`src/sv/assert_macros.svh`:
```
// Assertion helpers used by the packetizer top RTL file.
`ifndef ASSERT_MACROS_SVH
`define ASSERT_MACROS_SVH

`ifndef SYNTHESIS
`define RIP_ASSERT(lbl, clk, rstn, prop) \
    lbl: assert property (@(posedge clk) disable iff (!rstn) prop) \
        else $error("assertion failed");
`define RIP_ASSERT_NEXT(lbl, clk, rstn, ante, cons) \
    lbl: assert property (@(posedge clk) disable iff (!rstn) (ante) |=> (cons)) \
        else $error("assertion failed");
`else
`define RIP_ASSERT(lbl, clk, rstn, prop)
`define RIP_ASSERT_NEXT(lbl, clk, rstn, ante, cons)
`endif

`endif

```
`src/sv/rip_pkg.sv`:
```
package rip_pkg;

    localparam int COUNT_W = 40;
    localparam int SCALE_W = 17;
    localparam int PROD_W  = COUNT_W + SCALE_W;
    localparam int TS_W    = 32;

    localparam logic [SCALE_W-1:0] RTP_CLOCK_HZ = 17'd90000;
    localparam logic [15:0] MAX_PAYLOAD = 16'd65523;
    localparam logic [15:0] RTP_HDR_LEN = 16'd12;
    localparam logic [7:0]  ILV_MAGIC   = 8'h24;
    localparam logic [7:0]  ILV_CHANNEL = 8'h00;
    localparam logic [7:0]  RTP_VER     = 8'h80;
    localparam logic [7:0]  RTP_PT      = 8'd96;
    localparam logic [4:0]  LAST_IDX    = 5'd16;

    localparam logic CFG_FRAME_RATE = 1'b0;
    localparam logic CFG_SOURCE_ID  = 1'b1;

    typedef struct packed {
        logic               start;
        logic [COUNT_W-1:0] count;
        logic [7:0]         divisor;
    } t_div_req;

    typedef struct packed {
        logic            done;
        logic [TS_W-1:0] quot;
    } t_div_rsp;

endpackage

```
`src/sv/rip_muldiv.sv`:
```
module rip_muldiv (
    input  logic              i_clk,
    input  logic              i_rst_n,
    input  rip_pkg::t_div_req i_req,
    output rip_pkg::t_div_rsp o_rsp
);
    import rip_pkg::*;

    typedef enum logic [1:0] {S_IDLE, S_MUL, S_DIV} t_state;

    t_state              r_state, n_state;
    logic [PROD_W-1:0]   r_acc, n_acc;
    logic [COUNT_W-1:0]  r_mcand, n_mcand;
    logic [7:0]          r_div, n_div;
    logic [7:0]          r_rem, n_rem;
    logic [5:0]          r_cnt, n_cnt;
    logic                r_done, n_done;
    logic [8:0]          trial;
    logic                ge;

    // One restoring step: bring in the next dividend bit and try the subtract.
    assign trial = {r_rem, r_acc[PROD_W-1]};
    assign ge    = trial >= {1'b0, r_div};

    always_comb begin
        n_state = r_state;
        n_acc   = r_acc;
        n_mcand = r_mcand;
        n_div   = r_div;
        n_rem   = r_rem;
        n_cnt   = r_cnt;
        n_done  = 1'b0;
        unique case (r_state)
            S_IDLE: begin
                if (i_req.start) begin
                    n_state = S_MUL;
                    n_acc   = '0;
                    n_mcand = i_req.count;
                    n_div   = (i_req.divisor == 8'd0) ? 8'd1 : i_req.divisor;
                    n_cnt   = 6'(SCALE_W - 1);
                end
            end
            S_MUL: begin
                // Shift-and-add over the bits of the scale constant, MSB first.
                n_acc = {r_acc[PROD_W-2:0], 1'b0} +
                        (RTP_CLOCK_HZ[r_cnt[4:0]] ? PROD_W'(r_mcand) : '0);
                if (r_cnt == 6'd0) begin
                    n_state = S_DIV;
                    n_rem   = '0;
                    n_cnt   = 6'(PROD_W - 1);
                end else begin
                    n_cnt = r_cnt - 6'd1;
                end
            end
            S_DIV: begin
                n_rem = ge ? 8'(trial - {1'b0, r_div}) : trial[7:0];
                n_acc = {r_acc[PROD_W-2:0], ge};
                if (r_cnt == 6'd0) begin
                    n_state = S_IDLE;
                    n_done  = 1'b1;
                end else begin
                    n_cnt = r_cnt - 6'd1;
                end
            end
            default: n_state = S_IDLE;
        endcase
    end

    always_ff @(posedge i_clk) begin
        if (!i_rst_n) begin
            r_state <= S_IDLE;
            r_done  <= 1'b0;
        end else begin
            r_state <= n_state;
            r_done  <= n_done;
        end
        r_acc   <= n_acc;
        r_mcand <= n_mcand;
        r_div   <= n_div;
        r_rem   <= n_rem;
        r_cnt   <= n_cnt;
    end

    assign o_rsp.done = r_done;
    assign o_rsp.quot = r_acc[TS_W-1:0];

endmodule

```
`src/sv/rtp_interleaved_packetizer_top.sv`:
```
// RTP over RTSP interleaved packetizer. Payload bytes that continue a packet pass straight
// through, one word per cycle when the output is not stalled. The first byte of a packet
// starts the timestamp computation (frame count * 90000 / frame rate) in a shared
// shift-and-add / restoring-divide unit: 17 multiply steps and 57 divide steps, during
// which input is stalled. The 16 header words and the first payload byte then leave one
// per cycle when the output is not stalled, and only after that can the next word be
// taken. Configuration writes are always accepted and must only occur while idle.
`include "assert_macros.svh"

module rtp_interleaved_packetizer_top (
    input  logic        i_clk,
    input  logic        i_rst_n,
    input  logic        i_in_valid,
    output logic        o_in_stall,
    input  logic [7:0]  i_data_byte,
    input  logic        i_first_byte,
    input  logic [15:0] i_payload_size,
    input  logic [39:0] i_frame_num,
    output logic        o_out_valid,
    input  logic        i_out_stall,
    output logic [7:0]  o_out_byte,
    output logic        o_out_end_of_run,
    output logic        o_out_end_of_frame,
    input  logic        i_cfg_valid,
    output logic        o_cfg_ready,
    input  logic        i_cfg_index,
    input  logic [31:0] i_cfg_data
);
    import rip_pkg::*;

    typedef enum logic [1:0] {S_IDLE, S_CALC, S_EMIT} t_state;

    t_state      r_state, n_state;
    logic [7:0]  r_frame_rate;
    logic [31:0] r_source_id;
    logic [15:0] r_seq, n_seq;
    logic [15:0] r_seq_cur, n_seq_cur;
    logic [15:0] r_left, n_left;
    logic [15:0] r_len, n_len;
    logic [7:0]  r_data, n_data;
    logic [31:0] r_ts, n_ts;
    logic [4:0]  r_idx, n_idx;
    logic        r_out_valid, n_out_valid;
    logic [7:0]  r_out_byte, n_out_byte;
    logic        r_out_eor, n_out_eor;
    logic        r_out_eof, n_out_eof;

    t_div_req    div_req;
    t_div_rsp    div_rsp;
    logic        slot_free;
    logic        in_acc;
    logic [15:0] size_fix;
    logic [7:0]  hdr_byte;

    rip_muldiv u_muldiv (
        .i_clk  (i_clk),
        .i_rst_n(i_rst_n),
        .i_req  (div_req),
        .o_rsp  (div_rsp)
    );

    assign slot_free  = !r_out_valid || !i_out_stall;
    assign o_in_stall = !((r_state == S_IDLE) && slot_free);
    assign in_acc     = i_in_valid && !o_in_stall;
    assign o_cfg_ready = 1'b1;

    assign size_fix = (i_payload_size == 16'd0) ? 16'd1 :
                      (i_payload_size > MAX_PAYLOAD) ? MAX_PAYLOAD : i_payload_size;

    assign div_req.start   = in_acc && i_first_byte;
    assign div_req.count   = i_frame_num;
    assign div_req.divisor = r_frame_rate;

    always_comb begin
        unique case (r_idx)
            5'd0:    hdr_byte = ILV_MAGIC;
            5'd1:    hdr_byte = ILV_CHANNEL;
            5'd2:    hdr_byte = r_len[15:8];
            5'd3:    hdr_byte = r_len[7:0];
            5'd4:    hdr_byte = RTP_VER;
            5'd5:    hdr_byte = RTP_PT;
            5'd6:    hdr_byte = r_seq_cur[15:8];
            5'd7:    hdr_byte = r_seq_cur[7:0];
            5'd8:    hdr_byte = r_ts[31:24];
            5'd9:    hdr_byte = r_ts[23:16];
            5'd10:   hdr_byte = r_ts[15:8];
            5'd11:   hdr_byte = r_ts[7:0];
            5'd12:   hdr_byte = r_source_id[31:24];
            5'd13:   hdr_byte = r_source_id[23:16];
            5'd14:   hdr_byte = r_source_id[15:8];
            5'd15:   hdr_byte = r_source_id[7:0];
            default: hdr_byte = r_data;
        endcase
    end

    always_comb begin
        n_state     = r_state;
        n_seq       = r_seq;
        n_seq_cur   = r_seq_cur;
        n_left      = r_left;
        n_len       = r_len;
        n_data      = r_data;
        n_ts        = r_ts;
        n_idx       = r_idx;
        n_out_valid = slot_free ? 1'b0 : r_out_valid;
        n_out_byte  = r_out_byte;
        n_out_eor   = r_out_eor;
        n_out_eof   = r_out_eof;
        unique case (r_state)
            S_IDLE: begin
                if (in_acc) begin
                    if (i_first_byte) begin
                        n_state   = S_CALC;
                        n_seq_cur = r_seq;
                        n_seq     = r_seq + 16'd1;
                        n_len     = size_fix + RTP_HDR_LEN;
                        n_left    = size_fix - 16'd1;
                        n_data    = i_data_byte;
                        n_idx     = '0;
                    end else if (r_left != 16'd0) begin
                        // Continuation byte goes straight to the output register.
                        n_left      = r_left - 16'd1;
                        n_out_valid = 1'b1;
                        n_out_byte  = i_data_byte;
                        n_out_eor   = 1'b1;
                        n_out_eof   = (r_left == 16'd1);
                    end
                end
            end
            S_CALC: begin
                if (div_rsp.done) begin
                    n_ts    = div_rsp.quot;
                    n_state = S_EMIT;
                end
            end
            S_EMIT: begin
                if (slot_free) begin
                    n_out_valid = 1'b1;
                    n_out_byte  = hdr_byte;
                    n_out_eor   = (r_idx == LAST_IDX);
                    n_out_eof   = (r_idx == LAST_IDX) && (r_left == 16'd0);
                    if (r_idx == LAST_IDX) begin
                        n_state = S_IDLE;
                    end else begin
                        n_idx = r_idx + 5'd1;
                    end
                end
            end
            default: n_state = S_IDLE;
        endcase
    end

    always_ff @(posedge i_clk) begin
        if (!i_rst_n) begin
            r_state      <= S_IDLE;
            r_seq        <= '0;
            r_left       <= '0;
            r_idx        <= '0;
            r_out_valid  <= 1'b0;
            r_frame_rate <= 8'd30;
            r_source_id  <= 32'd12345;
        end else begin
            r_state     <= n_state;
            r_seq       <= n_seq;
            r_left      <= n_left;
            r_idx       <= n_idx;
            r_out_valid <= n_out_valid;
            if (i_cfg_valid && o_cfg_ready) begin
                unique case (i_cfg_index)
                    CFG_FRAME_RATE: r_frame_rate <= i_cfg_data[7:0];
                    CFG_SOURCE_ID:  r_source_id  <= i_cfg_data;
                    default:        r_source_id  <= r_source_id;
                endcase
            end
        end
        r_seq_cur  <= n_seq_cur;
        r_len      <= n_len;
        r_data     <= n_data;
        r_ts       <= n_ts;
        r_out_byte <= n_out_byte;
        r_out_eor  <= n_out_eor;
        r_out_eof  <= n_out_eof;
    end

    assign o_out_valid        = r_out_valid;
    assign o_out_byte         = r_out_byte;
    assign o_out_end_of_run   = r_out_eor;
    assign o_out_end_of_frame = r_out_eof;

    `RIP_ASSERT_NEXT(a_start_calc, i_clk, i_rst_n, in_acc && i_first_byte, r_state == S_CALC)
    `RIP_ASSERT(a_done_in_calc, i_clk, i_rst_n, div_rsp.done |-> (r_state == S_CALC))
    `RIP_ASSERT(a_eof_eor, i_clk, i_rst_n, (o_out_valid && o_out_end_of_frame) |-> o_out_end_of_run)
    `RIP_ASSERT(a_idx_range, i_clk, i_rst_n, r_idx <= LAST_IDX)

endmodule

```
`config.mk`:
```
export PLATFORM = sky130hd
export DESIGN_NAME = rtp_interleaved_packetizer_top
export DESIGN_NICKNAME = d
export VERILOG_FILES = /design/src/sv/rip_pkg.sv /design/src/sv/rip_muldiv.sv /design/src/sv/rtp_interleaved_packetizer_top.sv
export VERILOG_INCLUDE_DIRS = /design/src /design/src/sv
export SDC_FILE = /design/constraint.sdc
export NUM_CORES = 1
export LEC_CHECK = 0
export BUFFER_PORTS_ARGS = -buffer_cell sky130_fd_sc_hd__buf_2
export CAP_MARGIN = 20
export CELL_PAD_IN_SITES_DETAIL_PLACEMENT = 0
export CELL_PAD_IN_SITES_GLOBAL_PLACEMENT = 1
export CORE_MARGIN = 2
export CORE_UTILIZATION = 40
export CTS_CLUSTER_SIZE = 14
export DETAILED_ROUTE_END_ITERATION = 10
export PLACE_DENSITY = 0.74
export REMOVE_ABC_BUFFERS = 1
export SKIP_LAST_GASP = 1
export SLEW_MARGIN = 20
export SYNTH_ARGS = -nofsm -noshare
export SYNTH_HDL_FRONTEND = slang
export SYNTH_HIERARCHICAL = 1
export SYNTH_SLANG_ARGS = --single-unit
export TNS_END_PERCENT = 50
```
`constraint.sdc`:
```
create_clock -name i_clk -period 9.1 [get_ports i_clk]
set_input_delay 0.91 -clock i_clk [delete_from_list [all_inputs] [get_ports i_clk]]
set_output_delay 0.91 -clock i_clk [all_outputs]
set_load 0.01 [all_outputs]
```
==> flow_summary_export.csv, run 1 <==
group,metric,value,unit
outcome,status,"complete, no violations",
clock_network,cts_resized,0,
logic_synthesis,synth_compound_area_share,17.1,%
logic_synthesis,synth.distinct_cells,92,
drt,first_pass_iters,5,
drt,num_vias,12600,
power_and_ir_drop,p_leak,6.69,nW
place,placed_cells,2187,
clock_network,cts_sinks,285,
logic_synthesis,netlist_area,0.0163,mm2
min_path,hold_path.class,"register to register",
clock_network,postCtsSetupRepairBufs,0,
power_and_ir_drop,power_density,219,mW/mm2
logic_synthesis,ys_seq_area_share,47.3,%
clock_network,htreeDepth,2,
logic_synthesis,synth_top_family_by_area,"simple AND/OR/NAND/NOR gates",
die,rows,73,
setup_path,crit_path_end,"u_muldiv/r_acc[35]$_DFFE_PP_",
setup_path,r2r_end,"u_muldiv/r_acc[35]$_DFFE_PP_",
clock_network,clkTransAtPathRegs,0.06,ns
cells_and_area,stdcell_count,2250,
timing,setup_tns,0,ns
logic_synthesis,synth_edf_count,201,
power_and_ir_drop,total_power,3.96,mW
setup_path,critPathCaptureType,"register",
clock_network,cts_hold_buf,0,
setup_path,critPathKind,"register to register",
clock_network,clock_latency,0.55,ns
drt,ant_nets,0,
die,ios,116,
cells_and_area,seqCellArea,0.00772,mm2
timing,period_minus_slack,3.71,ns
logic_synthesis,avgSynthCellArea,9.80,um2
logic_synthesis,synthAdderAreaFrac,5.16,%
timing,worst_slack,5.39,ns
drt,drt-initial-drc-count,1114,
timing,fmax,269,MHz
cells_and_area,syn_to_final_growth,10.8,%
clock_network,cts_tree,"built",
timing,rsz0062_at_grt,"no",
timing,drv_slew,0,
power_and_ir_drop,ir_worst_vdd,0.127,mV
timing,worst_slew_pin_slew,1.08,ns
grt,grt_start_max_net_pins,60,
timing,skew,0.0265,ns
setup_path,crit_required,9.40,ns
logic_synthesis,ys.flop_type,"edfxtp_1",
timing,finalCritPeriodShare,40.8,%
drt,avgViaCountPerCell,5.62,
grt,grt_usage,20.5,%
clock_network,numCtsBuffers,35,
die,core-area,0.0400,mm2
place,port_buffers,114,
setup_path,start_kind,"register",
die,dieHeight,206,um
setup_path,r2r_setup_slack,5.39,ns
grt,grt_first_pass_wirelength,67.7,mm
place,dp_hpwl,30.6,mm
timing,final_hold_viol_count,0,
cells_and_area,drive_above_1_share,13.7,%
cells_and_area,antenna_cells,0,
die,dieArea,0.0424,mm2
logic_synthesis,async_flop_share,0,%
setup_path,reg2reg_depth,14,
timing,whs,0.457,ns
clock_network,clk_path_buf_depth,3,
clock_network,root_buffer,"clkbuf_16",
setup_path,path_max_fanout,40,
timing,relSlewSlack,28.2,%
job,max-cap-violations,0,
cells_and_area,nFillCells,3828,
cells_and_area,multi_input_area,0.00768,mm2
grt,antenna_found_initial,0,
logic_synthesis,synth-simple-area-share,19.6,%
place,place_ws,4.91,ns
drt,drc,0,
cells_and_area,nets,1868,
grt,grt_pass1_vias,12100,
logic_synthesis,synth_xor_area_share,3.71,%
place,gp_congestion,0.887,
die,die_x,206,um
logic_synthesis,synthCells,1664,
logic_synthesis,synth-warning-count,6,
grt,overflow,0,
drt,drt-wirelength-per-cell,19.2,um
setup_path,arrival,4.01,ns
die,start_util,40.8,%
logic_synthesis,ys_ff_latch,285,
timing,finalSetupViolCount,0,
drt,totalWireLength,43.2,mm
logic_synthesis,muxShareOfSynthArea,1.47,%
## Yosys cell counts (35+ instances only)
cell	number	area share [%]
a21oi_1	124	3.8
a22oi_1	35	1.6
and2_1	54	2.1
clkbuf_1	70	1.6
dfxtp_1	84	10
edfxtp_1	201	37
ha_1	64	4.9
inv_1	50	1.2
nand2_1	206	4.7
nand3_1	54	1.7
nor2_1	96	2.2
nor2b_1	38	1.5
nor3_1	41	1.3
o21ai_0	78	2.4
xnor2_1	39	2.1
## report_power, final
group	switching, mW	internal, mW
registers	0.0875	1.52
clock network	0.565	0.807
logic	0.604	0.374
## cell type report
| class | count | share of cell area (%) |
|---|---|---|
| clock buffer | 42 | 5.05 |
| clock inverter | 21 | 1.12 |
| multi-input combinational | 1193 | 42.5 |
| tap | 525 | 3.64 |
| timing repair buffer | 131 | 3.86 |
| inverter | 53 | 1.11 |
| sequential | 285 | 42.7 |
## worst min-delay path by stage
| stage | startpoint | to | slack, ns | cells past startpoint |
|---|---|---|---|---|
| 4_1_cts | r_source_id[30]$_SDFFE_PN0P_ | r_source_id[30]$_SDFFE_PN0P_ | 0.46 | 2 |
| 2_1_floorplan | r_seq[15]$_SDFFE_PN0P_ | r_seq_cur[15]$_DFFE_PP_ | 0.43 | 0 |
| 3_5_place_dp | r_source_id[20]$_SDFFE_PN0P_ | r_source_id[20]$_SDFFE_PN0P_ | 0.45 | 2 |
| 3_3_place_gp | r_source_id[8]$_SDFFE_PN0P_ | r_source_id[8]$_SDFFE_PN0P_ | 0.44 | 2 |
| 6_report | r_source_id[30]$_SDFFE_PN0P_ | r_source_id[30]$_SDFFE_PN0P_ | 0.46 | 2 |
| 5_1_grt | r_frame_rate[5]$_SDFFE_PN0P_ | u_muldiv/r_div[5]$_SDFFCE_PN0P_ | 0.47 | 0 |
## kinds of logic (layout without fill, tap and decap cells)
kind of cell	Yosys count	count (layout)
simple gates	618	618
buf+inv	186	247
xor+xnor	69	69
compound gates	416	416
other cells	1	1
mux	23	23
flops	285	285
fa+ha+maj	66	66
## critical path: stages (launching register included)
cell,delay [ns]
dfxtp_1,0.30
buf_4,0.31
and2_1,0.19
ha_1,0.17
inv_1,0.06
fa_1,0.38
nand2b_1,0.20
a21oi_1,0.26
a21oi_1,0.19
o211ai_2,0.38
nand4_1,0.18
a21oi_1,0.23
o21ai_1,0.15
a21o_1,0.21
a32o_1,0.25
## sequential cells by signal, summed over array words and instances (netlist names), 2 cells and up, named ones only
name and flops:
r_data 8, r_seq 16, r_left 16, u_muldiv/r_acc 57, o_out_byte 8, r_idx 5, r_len 16, u_muldiv/r_rem 8
r_ts 32, r_frame_rate 8, u_muldiv/r_div 8, r_source_id 32, u_muldiv/r_state 2, r_state 2, u_muldiv/r_cnt 6, u_muldiv/r_mcand 40
r_seq_cur 16
## layer usage
metal,wire length (um),global-route usage [%],up-vias
li1,-,-,6148
met1,19600,28.2,6005
met2,19700,32.6,408
met3,2600,3.72,83
met4,1250,7.09,0
met5,0,0,-
## placed cells by master (no fill, tap or decap), types with 30 or more instances in the layout
cell type	n
a21oi_1	124
a22oi_1	35
and2_1	53
buf_2	114
clkbuf_16	35
dfxtp_1	84
edfxtp_1	201
ha_1	64
inv_1	50
nand2_1	206
nand3_1	54
nor2_1	94
nor2b_1	38
nor3_1	41
o21ai_0	78
xnor2_1	39
xor2_1	30
## per-stage QoR
| stage | util [%] | cell area, um2 |
|---|---|---|
| floorplan | - | 15600 |
| global placement | 42.4 | 17000 |
| detailed placement | 42.4 | 17000 |
| CTS | 45.2 | 18100 |
| global route | 45.2 | 18100 |
| finish | 45.2 | 18100 |
Note: power is estimated with default switching activity, not from simulation.
==> run 2: changes to the inputs <==
Settings changed: ABC_AREA from default to 1, PLACE_DENSITY 0.74 to 0.77.
Clock period 9.1 ns to 3.45 ns, I/O delays scaled along.
==> flow_summary_export.csv, run 2 <==
group,metric,value,unit
cells_and_area,largest_register_ff_count,57,
die,rows,77,
cells_and_area,seqCellArea,0.00772,mm2
cells_and_area,final_common_cell,"nand2_1",
timing,skew,0.0234,ns
timing,rsz0062_at_grt,"no",
logic_synthesis,synth_compound_area_share,10.3,%
cells_and_area,final_area,0.0205,mm2
grt,grt_usage,24.0,%
logic_synthesis,synth_top_family_by_area,"simple AND/OR/NAND/NOR gates",
setup_path,arrival,3.17,ns
grt,grt_first_pass_wirelength,86.3,mm
cells_and_area,syn_to_final_growth,14.7,%
drt,drc,0,
die,start_util,40.5,%
logic_synthesis,synth.distinct_cells,64,
drt,drt-wirelength-per-cell,17.5,um
drt,num_vias,15800,
drt,first_pass_iters,5,
die,dieHeight,215,um
setup_path,r2r_end,"u_muldiv/r_acc[29]$_DFFE_PP_",
logic_synthesis,synth_most_common_cell,"nand2_1",
clock_network,numCtsBuffers,35,
grt,overflow,0,
logic_synthesis,synthAdderAreaFrac,4.71,%
timing,finalSetupViolCount,0,
timing,worst_slew_pin_slew,1.02,ns
power_and_ir_drop,switching_share,35.4,%
power_and_ir_drop,ir_worst_vdd,0.404,mV
die,core-area,0.0441,mm2
place,placed_area,0.0188,mm2
cells_and_area,stdcell_count,3158,
power_and_ir_drop,power_density,559,mW/mm2
logic_synthesis,async_flop_share,0,%
setup_path,reg2reg_depth,18,
cells_and_area,regMostFlops,"u_muldiv/r_acc",
drt,drt-initial-drc-count,1143,
die,ios,116,
drt,ant_nets,0,
logic_synthesis,ys_seq_area_share,43.2,%
setup_path,crit_required,3.72,ns
cells_and_area,antenna_cells,0,
cells_and_area,finalCoreUtilization,46.4,%
power_and_ir_drop,switching_power,4.06,mW
grt,grt_pass1_vias,15400,
logic_synthesis,avgSynthCellArea,7.39,um2
clock_network,cts_resized,0,
power_and_ir_drop,combPwrFrac,28.4,%
clock_network,root_buffer,"clkbuf_16",
setup_path,r2r_setup_slack,0.55,ns
min_path,whs_path_depth,3,
cells_and_area,drive_above_1_share,10.4,%
logic_synthesis,synth_commonest_cells,"nand2_1 (723), inv_1 (377), nor2_1 (233)",
clock_network,cts_sinks,285,
outcome,status,"complete, no violations",
drt,totalWireLength,55.4,mm
logic_synthesis,synth_area_leaders,"edfxtp_1 (34%), nand2_1 (15%), dfxtp_1 (9.4%), inv_1 (7.9%), nor2_1 (4.9%)",
min_path,hold_path.class,"input port to register",
grt,grt_start_max_net_pins,60,
timing,finalCritPeriodShare,84.0,%
place,gp_congestion,0.938,
logic_synthesis,yosys.area.top_type,"edfxtp_1",
timing,fmax,345,MHz
clock_network,cts_hold_buf,50,
logic_synthesis,synth_xor_area_share,1.42,%
cells_and_area,nets,2709,
clock_network,clock_latency,0.56,ns
setup_path,start_kind,"register",
logic_synthesis,ys.flop_type,"edfxtp_1",
die,dieArea,0.0463,mm2
power_and_ir_drop,p_leak,9.22,nW
logic_synthesis,muxShareOfSynthArea,0,%
timing,setup_tns,0,ns
cells_and_area,multi_input_area,0.00815,mm2
timing,drv_slew,0,
min_path,hold_start,"i_cfg_data[0]",
timing,final_hold_viol_count,0,
logic_synthesis,netlist_area,0.0179,mm2
timing,period_minus_slack,2.90,ns
cells_and_area,reg_top3,"u_muldiv/r_acc x57, u_muldiv/r_mcand x40",
clock_network,clkTransAtPathRegs,0.06,ns
logic_synthesis,synthCells,2417,
setup_path,critPathCaptureType,"register",
die,die_x,215,um
clock_network,cts_tree,"built",
job,max-cap-violations,0,
clock_network,htreeDepth,2,
cells_and_area,nFillCells,4516,
power_and_ir_drop,clkPwrFrac,33.8,%
cells_and_area,layout_common_cells,"nand2_1 (723), inv_1 (376), nor2_1 (231)",
drt,avgViaCountPerCell,5.01,
clock_network,postCtsSetupRepairBufs,0,
setup_path,critPathKind,"register to register",
place,dp_hpwl,41.5,mm
timing,relSlewSlack,32.0,%
setup_path,path_max_fanout,34,
power_and_ir_drop,cellInternalPower,7.40,mW
logic_synthesis,synth_top_area_share,33.8,%
power_and_ir_drop,power_frac_seq,37.8,%
min_path,hold_path_end,"r_source_id[0]$_SDFFE_PN1P_",
logic_synthesis,synth-simple-area-share,29.1,%
logic_synthesis,synth-warning-count,6,
grt,antenna_found_initial,0,
logic_synthesis,synth_edf_count,201,
power_and_ir_drop,total_power,11.5,mW
place,placed_cells,3045,
logic_synthesis,ys_ff_latch,285,
clock_network,clk_path_buf_depth,3,
place,port_buffers,114,
-- run 2: cell types whose count changed after synthesis, sizes merged, moves of 38 or more --
cell and delta:
nand2 +534, inv +332, a21oi +45, nand3 +72
and2 -53, nor2b -38, nor2 +156, o21ai +43
-- run 2: layer usage --
metal	GRT usage [%]	share of wire (%)	vias up
li1	-	-	8003
met1	32.2	46	7324
met2	40.0	46	415
met3	3.74	5.1	87
met4	7.03	2.7	0
met5	0	0	-
-- run 2: logic make-up after synthesis --
family	Yosys count
flops	285
buf+inv	482
compound gates	337
xor+xnor	29
other cells	1
fa+ha+maj	66
simple gates	1217
-- run 2: area by class of cell --
class	instances	area share, %
clock buffers	40	4.37
flip-flops and latches	285	37.7
repair buffers	180	6.00
clock inverters	23	1.44
inverters	388	7.12
multi-input cells	1650	39.8
well taps	592	3.62
-- run 2: worst max path at each step --
stage,from,end,cells after the start,slack [ns]
after CTS,register,u_muldiv/r_acc[29]$_DFFE_PP_,18,0.56
after global routing,register,u_muldiv/r_acc[29]$_DFFE_PP_,18,0.30
final,register,u_muldiv/r_acc[29]$_DFFE_PP_,18,0.55
after floorplan,r_state[1]$_SDFFE_PN0P_,u_muldiv/r_cnt[0]$_DFFE_PP_,11,-1.01
after detailed placement,register,u_muldiv/r_acc[29]$_DFFE_PP_,18,0.57
after global placement,register,u_muldiv/r_acc[29]$_DFFE_PP_,18,0.62
-- run 2: power groups by stage --
stage                     registers, mW  logic, mW  clock network [mW]
final                              4.33       3.25                3.87
after global routing               4.36       3.67                4.09
after CTS                          4.33       3.24                3.97
after detailed placement           4.40       3.18                   0
after global placement             4.39       3.15                   0
after floorplan                    4.31       2.14                   0
-- run 2: critical path, cell delays in order (launching register included) --
cell and delay, ns:
dfxtp_1 0.35, buf_12 0.22, nand2_1 0.07, inv_1 0.06
ha_1 0.20, inv_1 0.07, fa_1 0.35, inv_1 0.18
nand3_1 0.10, nand3_1 0.14, nand2_1 0.07, nand2_1 0.17
nand2_1 0.08, nand2_1 0.15, nand3_1 0.12, nand2_1 0.08
nand2_1 0.04, nand3_1 0.06, a21oi_1 0.07
-- run 2: metrics by stage --
stage,hold slack (ns),setup slack (ns)
3_5_place_dp,0.443,0.566
3_3_place_gp,0.431,0.623
5_1_grt,0.0178,0.296
6_report,0.0422,0.553
2_1_floorplan,0.408,-1.01
4_1_cts,0.000868,0.556
==> run 3: changes to the inputs <==
Settings changed: PLACE_DENSITY 0.77 to 0.8.
Clock period 3.45 ns to 2.57 ns, I/O delays scaled along.
==> flow_summary_export.csv, run 3 (synthesis gave the netlist of run 2 again) <==
group,metric,value,unit
clock_network,numCtsBuffers,37,
timing,finalCritPeriodShare,98.6,%
setup_path,arrival,2.84,ns
cells_and_area,nets,2874,
clock_network,cts_sinks,285,
cells_and_area,syn_to_final_growth,28.3,%
timing,worst_slew_pin_slew,0.951,ns
timing,relSlewSlack,36.6,%
clock_network,root_buffer,"clkbuf_16",
grt,grt_usage,24.8,%
drt,totalWireLength,58.3,mm
die,rows,77,
power_and_ir_drop,power_frac_seq,33.7,%
timing,setup_tns,0,ns
drt,drc,0,
drt,num_vias,16800,
die,ios,116,
job,max-cap-violations,0,
place,dp_hpwl,42.7,mm
setup_path,critPathKind,"register to register",
power_and_ir_drop,clkPwrFrac,32.0,%
power_and_ir_drop,total_power,17.4,mW
grt,overflow,0,
die,dieArea,0.0463,mm2
cells_and_area,drive_above_1_share,22.2,%
setup_path,critPathCaptureType,"register",
drt,first_pass_iters,5,
power_and_ir_drop,switching_share,35.2,%
drt,drt-initial-drc-count,1344,
clock_network,htreeDepth,2,
cells_and_area,reg_top3,"u_muldiv/r_acc x57, u_muldiv/r_mcand x40",
cells_and_area,finalCoreUtilization,51.9,%
power_and_ir_drop,switching_power,6.12,mW
power_and_ir_drop,p_leak,10.2,nW
die,core-area,0.0441,mm2
min_path,hold_path.class,"input port to register",
setup_path,path_max_fanout,6,
grt,grt_pass1_vias,16200,
grt,antenna_found_initial,2,
clock_network,clock_latency,0.56,ns
power_and_ir_drop,combPwrFrac,34.2,%
die,dieHeight,215,um
power_and_ir_drop,cellInternalPower,11.3,mW
setup_path,start_kind,"register",
place,placed_area,0.0198,mm2
grt,grt_start_max_net_pins,58,
place,gp_congestion,0.949,
cells_and_area,nFillCells,4301,
cells_and_area,layout_common_cells,"nand2_1 (655), inv_1 (347), edfxtp_1 (201)",
timing,period_minus_slack,2.53,ns
timing,whs,0.0272,ns
outcome,status,"complete, no violations",
timing,fmax,395,MHz
drt,ant_nets,0,
timing,finalSetupViolCount,0,
place,port_buffers,114,
cells_and_area,final_common_cell,"nand2_1",
cells_and_area,final_area,0.0229,mm2
drt,avgViaCountPerCell,5.05,
clock_network,cts_tree,"built",
grt,grt_first_pass_wirelength,89.4,mm
die,start_util,40.5,%
cells_and_area,regMostFlops,"u_muldiv/r_acc",
drt,drt-wirelength-per-cell,17.5,um
setup_path,crit_required,2.88,ns
timing,final_hold_viol_count,0,
clock_network,clkTransAtPathRegs,0.06,ns
power_and_ir_drop,ir_worst_vdd,0.895,mV
power_and_ir_drop,power_density,758,mW/mm2
cells_and_area,largest_register_ff_count,57,
clock_network,clk_path_buf_depth,3,
timing,rsz0062_at_grt,"yes",
timing,drv_slew,0,
timing,skew,0.0175,ns
die,die_x,215,um
[run 3: power by group through the flow]
stage	logic, mW	registers, mW	clock network [mW]
finish	5.95	5.86	5.56
global route	6.53	5.91	5.82
CTS	5.32	5.83	5.65
detailed placement	4.92	5.89	0
global placement	4.90	5.88	0
floorplan	2.87	5.79	0
[run 3: repair_timing]
item	CTS	global route
setup buffers	4	7
cloned	2	0
pin swaps	4	37
setup endpoints to repair	27	45
gates resized for setup	59	193
hold buffers	66	0
endpoints found under the hold margin	75	0
[run 3: final timing paths]
path / start / endpoint / slack, ns / cells after the start
worst max-delay path: register / u_muldiv/r_acc[55]$_DFFE_PP_ / 0.04 / 20
worst min-delay path: i_cfg_data[23] / r_source_id[23]$_SDFFE_PN0P_ / 0.03 / 3
worst max register to register: register / u_muldiv/r_acc[55]$_DFFE_PP_ / 0.04 / 20
worst min register to register: r_source_id[27]$_SDFFE_PN0P_ / r_source_id[27]$_SDFFE_PN0P_ / 0.46 / 2
[run 3: final cells by class]
type                       instances  area [um2]  share of cell area [%]
sequential                       285        7720                    33.7
clock buffer                      51        1080                    4.72
clock inverter                    16         224                   0.978
tap                              592         741                    3.23
antenna                            1        2.50                  0.0109
multi-input combinational       1650        9100                    39.7
timing repair buffer             343        2580                    11.3
inverter                         388        1460                    6.37
[run 3: routing by layer]
metal,track usage (%),vias to the layer above,part of all wire (%)
met4,9.15,0,3.4
met2,40.7,501,46
li1,-,8330,-
met1,33.1,7858,45
met3,3.88,96,5.8
met5,0,-,0
[run 3: metrics by stage]
step                      cells  setup slack (ns)
after floorplan            2323             -1.89
after global placement     3179            -0.205
after detailed placement   3179            -0.203
after CTS                  3318           -0.0488
after global routing       3326           -0.0918
final                      3326            0.0354
[run 3: worst max-delay path: stages (launching register included)]
cell and delay, ns:
dfxtp_4 0.39, buf_12 0.17, buf_4 0.16, nand2_1 0.05, inv_1 0.06, ha_4 0.29, nand2_1 0.08, buf_4 0.15
inv_1 0.06, nand2_1 0.07, nand2_2 0.10, nand2_2 0.06, nand3_2 0.07, inv_1 0.05, nand2_2 0.08, nand2_2 0.06
nand3_1 0.08, nand2_1 0.05, nand2_1 0.06, a21oi_1 0.07, buf_4 0.12
